===== config.mk =====
export PLATFORM = sky130hd
export DESIGN_NAME = sorted_list_insert_delete
export DESIGN_NICKNAME = d
export VERILOG_FILES = /design/src/hdl/slsi_pkg.sv /design/src/hdl/sorted_list_insert_delete.sv /design/src/hdl/slsi_cell.sv
export SDC_FILE = /design/constraint.sdc
export NUM_CORES = 2
export LEC_CHECK = 0
export ABC_AREA = 1
export BUFFER_PORTS_ARGS = -buffer_cell sky130_fd_sc_hd__buf_2
export CORE_ASPECT_RATIO = 1.1
export CORE_MARGIN = 8
export CORE_UTILIZATION = 50
export CTS_BUF_LIST = sky130_fd_sc_hd__clkbuf_4 sky130_fd_sc_hd__clkbuf_8 sky130_fd_sc_hd__clkbuf_16
export CTS_CLUSTER_DIAMETER = 80
export DETAILED_ROUTE_END_ITERATION = 8
export HOLD_SLACK_MARGIN = 0.03
export PLACE_DENSITY = 0.69
export SYNTH_ARGS = -nofsm -noshare
export SYNTH_HDL_FRONTEND = slang
export SYNTH_SLANG_ARGS = --single-unit

===== constraint.sdc =====
create_clock -name clk -period 9.4 [get_ports clk]
set_clock_uncertainty 0.1 [all_clocks]
set_input_delay 0.94 -clock clk [delete_from_list [all_inputs] [get_ports clk]]
set_output_delay 0.94 -clock clk [all_outputs]
set_load 0.05 [all_outputs]

===== src/hdl/slsi_pkg.sv =====
`timescale 1ns / 1ps
// ----------------------------------------------------------------------------
// slsi_pkg
// Types and constants shared by the sorted list insert / delete block.
// ----------------------------------------------------------------------------
package slsi_pkg;

	localparam int DEPTH_DEF = 16;
	localparam int VAL_W     = 32;
	localparam int COUNT_W   = 5;

	typedef enum logic {
		REQ_INSERT = 1'b0,
		REQ_DELETE = 1'b1
	} req_kind_t;

	typedef enum logic [1:0] {
		ST_INSERTED  = 2'd0,
		ST_DELETED   = 2'd1,
		ST_NOT_FOUND = 2'd2,
		ST_FULL      = 2'd3
	} status_t;

	typedef struct packed {
		logic                    req_type;
		logic signed [VAL_W-1:0] value;
	} req_word_t;

	typedef struct packed {
		logic [1:0]              status;
		logic [COUNT_W-1:0]      count;
		logic                    is_empty_flag;
		logic signed [VAL_W-1:0] smallest;
	} rsp_word_t;

	// passed from each cell to its right neighbor
	typedef struct packed {
		logic gt;   // occupied and holds a value above the request
		logic hit;  // an equal entry sits here or further left
		logic occ;  // cell occupied
	} link_t;

endpackage


===== src/hdl/sorted_list_insert_delete.sv =====
`timescale 1ns / 1ps
// ----------------------------------------------------------------------------
// sorted_list_insert_delete
// Sorted store of signed values kept in a chain of cells; each request
// inserts or deletes one value and returns status, count and smallest value.
// ----------------------------------------------------------------------------
//  channel  signals                    word
//  request  req_valid / req_ready      req (req_type, value)
//  response rsp_valid / rsp_ready      rsp (status, count, is_empty_flag, smallest)
//
//  one request per cycle while the response is not stalled; its response appears the cycle after acceptance
//  all cells compare together; when the store changes they all shift together in the accepting cycle
//  the compare / hit chain across DEPTH cells sets the clock period
//  reset empties the store at once; entries themselves are not cleared
//  a stalled response holds the request side only while the output is full
// ----------------------------------------------------------------------------
module sorted_list_insert_delete #(
	parameter int DEPTH = slsi_pkg::DEPTH_DEF
) (
	input  logic                clk,
	input  logic                arst_n,
	input  logic                req_valid,
	output logic                req_ready,
	input  slsi_pkg::req_word_t req,
	output logic                rsp_valid,
	input  logic                rsp_ready,
	output slsi_pkg::rsp_word_t rsp
);

	localparam int CNT_W = $clog2(DEPTH + 1);

	logic [CNT_W-1:0]                  count_q;
	logic [CNT_W-1:0]                  count_d;
	logic                              accept;
	logic                              full;
	logic                              found;
	logic                              cell_en;
	logic [1:0]                        status;
	slsi_pkg::link_t                   links [0:DEPTH];
	logic signed [slsi_pkg::VAL_W-1:0] cur_vals [0:DEPTH-1];
	logic signed [slsi_pkg::VAL_W-1:0] nxt_vals [0:DEPTH-1];
	logic                              rsp_valid_q;
	slsi_pkg::rsp_word_t               rsp_q;

	assign req_ready = !rsp_valid_q || rsp_ready;
	assign accept    = req_valid && req_ready;
	assign full      = (count_q == CNT_W'(DEPTH));
	assign found     = links[DEPTH].hit;

	assign links[0] = '{gt: 1'b0, hit: 1'b0, occ: 1'b1};

	always_comb begin
		if (req.req_type == slsi_pkg::REQ_INSERT) begin
			cell_en = accept && !full;
			status  = full ? slsi_pkg::ST_FULL : slsi_pkg::ST_INSERTED;
			count_d = full ? count_q : count_q + CNT_W'(1);
		end else begin
			cell_en = accept && found;
			status  = found ? slsi_pkg::ST_DELETED : slsi_pkg::ST_NOT_FOUND;
			count_d = found ? count_q - CNT_W'(1) : count_q;
		end
	end

	for (genvar i = 0; i < DEPTH; i++) begin : g_cell
		slsi_cell u_cell (
			.clk       (clk),
			.en        (cell_en),
			.op        (req.req_type),
			.val       (req.value),
			.occupied  (count_q > CNT_W'(i)),
			.prev_link (links[i]),
			.prev_val  ((i == 0) ? req.value : cur_vals[(i == 0) ? 0 : i - 1]),
			.next_val  ((i == DEPTH - 1) ? cur_vals[i]
			                             : cur_vals[(i == DEPTH - 1) ? i : i + 1]),
			.link      (links[i+1]),
			.cur_val   (cur_vals[i]),
			.nxt_val   (nxt_vals[i])
		);
	end

	always_ff @(posedge clk or negedge arst_n) begin
		if (!arst_n) begin
			count_q     <= '0;
			rsp_valid_q <= 1'b0;
		end else begin
			if (accept) begin
				count_q     <= count_d;
				rsp_valid_q <= 1'b1;
			end else if (rsp_ready) begin
				rsp_valid_q <= 1'b0;
			end
		end
	end

	always_ff @(posedge clk) begin
		if (accept) begin
			rsp_q.status        <= status;
			rsp_q.count         <= slsi_pkg::COUNT_W'(count_d);
			rsp_q.is_empty_flag <= (count_d == '0);
			rsp_q.smallest      <= (count_d == '0) ? '0
			                       : (cell_en ? nxt_vals[0] : cur_vals[0]);
		end
	end

	assign rsp_valid = rsp_valid_q;
	assign rsp       = rsp_q;

endmodule


===== src/hdl/slsi_cell.sv =====
`timescale 1ns / 1ps
// ----------------------------------------------------------------------------
// slsi_cell
// One position of the sorted chain: compares against the request and takes
// its next value from itself, the request or a neighbor.
// ----------------------------------------------------------------------------
module slsi_cell (
	input  logic                             clk,
	input  logic                             en,
	input  logic                             op,
	input  logic signed [slsi_pkg::VAL_W-1:0] val,
	input  logic                             occupied,
	input  slsi_pkg::link_t                  prev_link,
	input  logic signed [slsi_pkg::VAL_W-1:0] prev_val,
	input  logic signed [slsi_pkg::VAL_W-1:0] next_val,
	output slsi_pkg::link_t                  link,
	output logic signed [slsi_pkg::VAL_W-1:0] cur_val,
	output logic signed [slsi_pkg::VAL_W-1:0] nxt_val
);

	logic signed [slsi_pkg::VAL_W-1:0] entry_q;
	logic                              gt;
	logic                              hit;
	logic                              ins_here;

	assign gt       = occupied && (val < entry_q);
	assign hit      = prev_link.hit || (occupied && (entry_q == val));
	assign ins_here = !prev_link.gt && (gt || (!occupied && prev_link.occ));

	assign link    = '{gt: gt, hit: hit, occ: occupied};
	assign cur_val = entry_q;

	always_comb begin
		if (op == slsi_pkg::REQ_INSERT) begin
			if (prev_link.gt) begin
				nxt_val = prev_val;
			end else if (ins_here) begin
				nxt_val = val;
			end else begin
				nxt_val = entry_q;
			end
		end else begin
			nxt_val = hit ? next_val : entry_q;
		end
	end

	always_ff @(posedge clk) begin
		if (en) begin
			entry_q <= nxt_val;
		end
	end

endmodule


==> insert_results.sql <==
INSERT INTO impl_metrics (metric_group, metric, value, unit) VALUES
('global_routing', 'global_route.usage.total', '0.2727', ''),
('synth', 'synth_most_common_cell', 'nand2_1', ''),
('routing', 'first_pass_iters', '6', ''),
('worst_setup_path', 'worst_r2r_startpoint', 'count_q[0]$_DFFE_PN0P_', ''),
('worst_setup_path', 'timing.critical_path.slowest_stage_cell', 'inv_2', ''),
('sta', 'timing.final.max_slew_violations', '0', ''),
('flow_run', 'max_cap_violations', '0', ''),
('cts', 'cts_num_sinks', '558', ''),
('synth', 'number_of_enable_type_register_cells_in_the_synthesized_netlist', '520', ''),
('routing', 'route.detailed.drc', '0', ''),
('power_and_ir_drop', 'power.internal', '5623', 'uW'),
('finish', 'areaGrowthSynthToFinish', '7.690', '%'),
('power_and_ir_drop', 'share_seq_of_total_power', '0.346', ''),
('worst_setup_path', 'worst_setup_path_end_kind', 'register', ''),
('power_and_ir_drop', 'irDropWorstVdd', '0.1614', 'mV'),
('worst_setup_path', 'regToRegSetupSlack', '2.21', 'ns'),
('synth', 'mappedNetlistArea', '42430', 'um^2'),
('cts', 'cts_htree_levels', '2', ''),
('worst_hold_path', 'holdPathEnd', 'rsp_valid$_DFFE_PN0P_', ''),
('place', 'placed_area', '43710', 'um^2'),
('cts', 'clockRootBuffer', 'clkbuf_16', ''),
('worst_setup_path', 'maximum_cell_stage_delay_along_the_critical_path', '1.08', 'ns'),
('floorplanning', 'io_pins', '79', ''),
('power_and_ir_drop', 'power.clock.fraction', '0.253', ''),
('sta', 'finalSetupTns', '0', 'ns'),
('worst_setup_path', 'r2r-end', 'g_cell[13].u_cell.cur_val[13]$_DFFE_PP_', ''),
('finish', 'final_design_instance_area_without_fill', '45700', 'um^2'),
('floorplanning', 'die_h', '321.5', 'um'),
('cts', 'tritoncts', 'built', ''),
('synth', 'synth_fa_ha_area_frac', '0.1527', ''),
('worst_hold_path', 'worst_hold_startpoint', 'rsp_valid$_DFFE_PN0P_', ''),
('place', 'hpwlAfterDp', '95810', 'um'),
('synth', 'basic_gate_share_of_the_synthesized_area_counting_and_or_nand_and_nor_cells', '0.2312', ''),
('synth', 'syn_inst', '5550', ''),
('sta', 'rsz_0062_raised_after_global_routing', 'false', ''),
('worst_setup_path', 'worst-r2r-cell-count', '19', ''),
('synth', 'netlist_top_cells_count', 'nand2_1 (1596), inv_1 (654), o21ai_0 (584), edfxtp_1 (520), ha_1 (518)', ''),
('finish', 'utilization', '0.5408', ''),
('synth', 'ys_async_sr_fraction', '0.01075', ''),
('synth', 'ys.warnings.count', '0', ''),
('synth', 'synthDominantAreaCellType', 'edfxtp_1', ''),
('place', 'place_worst_setup_slack', '2.093', 'ns'),
('synth', 'synthesized_area_per_cell', '7.645', 'um^2'),
('worst_setup_path', 'timing.critical_path.arrival', '7.43', 'ns'),
('synth', 'synth.net_count', '6105', ''),
('sta', 'max_slew_margin', '0.1908', ''),
('floorplanning', 'die-width', '293.8', 'um'),
('worst_hold_path', 'hold-path-cell-count', '2', ''),
('worst_setup_path', 'worst-setup-path-type', 'reg2reg', ''),
('synth', 'dominantRegCellSynth', 'edfxtp_1', ''),
('synth', 'ys_seq_area_frac', '0.3866', ''),
('routing', 'drtIter0Drc', '4044', ''),
('floorplanning', 'die_footprint', '94450', 'um^2'),
('floorplanning', 'design.core.area', '84500', 'um^2'),
('power_and_ir_drop', 'total_power', '9667', 'uW'),
('finish', 'drive_above_1_share', '0.06002', ''),
('place', 'buffer_ports.inserted', '78', ''),
('global_routing', 'grt_first_pass_wirelength', '206100', 'um'),
('synth', 'dominant_combinational_cell_family_by_area_after_synthesis', 'simple AND/OR/NAND/NOR gates', ''),
('floorplanning', 'initial_core_util', '0.5021', ''),
('worst_setup_path', 'path_cells', 'inv_1 -> ha_1 -> nand3_2 -> buf_4 -> nand3_1 -> nor2_2 -> nand2_2 -> nand2_1 -> inv_2 -> nand2_1 -> nor2_4 -> nand2_4 -> nand2_2 -> nand2_2 -> nand2_2 -> inv_2 -> o21ai_0 -> a31oi_4 -> buf_4', ''),
('power_and_ir_drop', 'net-switching-power', '4044', 'uW'),
('sta', 'finalCritPeriodShare', '0.7650', ''),
('routing', 'totalWireLength', '132700', 'um'),
('worst_setup_path', 'cp.required', '9.64', 'ns'),
('routing', 'drtAntennaViolNets', '0', ''),
('cts', 'clock_pin_slew_worst_setup_and_hold_paths', '0.06', 'ns'),
('worst_setup_path', 'critical-path-top-cell-by-count', 'nand2_2', ''),
('sta', 'tightestPinTransition', '1.211', 'ns'),
('run_status', 'outcome', 'finished, final reports clean', ''),
('power_and_ir_drop', 'p_leak', '0.02129', 'uW');
placed cells by master, fill, tap and decap left out, drive strengths merged, types with 2 or more instances in the layout:
master and n:
a31oi 8, ha 518, clkinv 26, bufinv 5, nand2 1605, edfxtp 520
o21a 13, a21oi 450, dfxtp 32, nor2 330, a211o 2, or2 5
a211oi 16, nor3 16, nand3b 7, o211ai 55, clkbuf 81, o21ai 587
nor4 11, nand4 122, buf 138, a21o 5, dfrtp 6, inv 664
nand3 287
critical path: cells and delay by family, from the launching register on:
kind,cells,cell delay [ns]
fa+ha+maj,1,0.27
compound gates,2,1.29
flops,1,0.50
buf+inv,5,2.10
simple gates,11,2.49
state kept, by name (all words and copies together) (netlist names):
name / flops
rsp: 40
g_cell.u_cell.cur_val: 512
rsp_valid: 1
count_q: 5
cells by family after synthesis:
| group | Yosys count |
|---|---|
| AO/OA/AOI/OAI | 1138 |
| AND/OR/NAND/NOR | 2384 |
| flip-flops | 558 |
| adder cells (fa/ha/maj) | 518 |
| XOR/XNOR | 1 |
| buffers and inverters | 951 |
power by group through the flow:
stage | combinational (uW) | sequential (uW) | clock [uW]
6_report | 3870 | 3350 | 2440
2_1_floorplan | 2590 | 3520 | 0
5_1_grt | 4300 | 3380 | 2560
4_1_cts | 3830 | 3340 | 2480
3_3_place_gp | 3730 | 3390 | 0
3_5_place_dp | 3810 | 3390 | 0
layout make-up:
type | instances | area (um^2)
Antenna cell | 1 | 2.502
Clock buffer | 81 | 1695
Clock inverter | 30 | 272.8
Fill cell | 7953 | 38810
Inverter | 666 | 2510
Multi-Input combinational cell | 4041 | 22500
Sequential cell | 558 | 16410
Tap cell | 1140 | 1426
Timing Repair Buffer | 139 | 885.9
metrics by stage:
step / hold slack (ns) / cells
after floorplan: 0.4170 / 5550
after global placement: 0.3963 / 6543
final: 0.4295 / 6656
after detailed placement: 0.4206 / 6543
after global routing: 0.4664 / 6656
after CTS: 0.4357 / 6655
worst max path at each step:
stage	from	endpoint	slack, ns
2_1_floorplan	req[0]	g_cell[1].u_cell.cur_val[0]$_DFFE_PP_	3.42
3_3_place_gp	req[6]	g_cell[13].u_cell.cur_val[20]$_DFFE_PP_	2.18
3_5_place_dp	req[6]	g_cell[13].u_cell.cur_val[16]$_DFFE_PP_	2.09
4_1_cts	count_q[0]$_DFFE_PN0P_	g_cell[13].u_cell.cur_val[9]$_DFFE_PP_	2.39
5_1_grt	count_q[0]$_DFFE_PN0P_	g_cell[13].u_cell.cur_val[13]$_DFFE_PP_	1.97
6_report	count_q[0]$_DFFE_PN0P_	g_cell[13].u_cell.cur_val[13]$_DFFE_PP_	2.21
repair_timing:
action                                 in CTS  in global routing
hold buffers                                1                  0
endpoints found under the hold margin       6                  0
resized for setup                           0                  0
per-layer routing:
metal  wire [um]  GRT usage
met5           0          0
met4        6140     0.1207
met3        9706    0.03280
met2       61840     0.4519
met1       54990     0.3573
No activity file was read; power rests on OpenSTA's default activity.
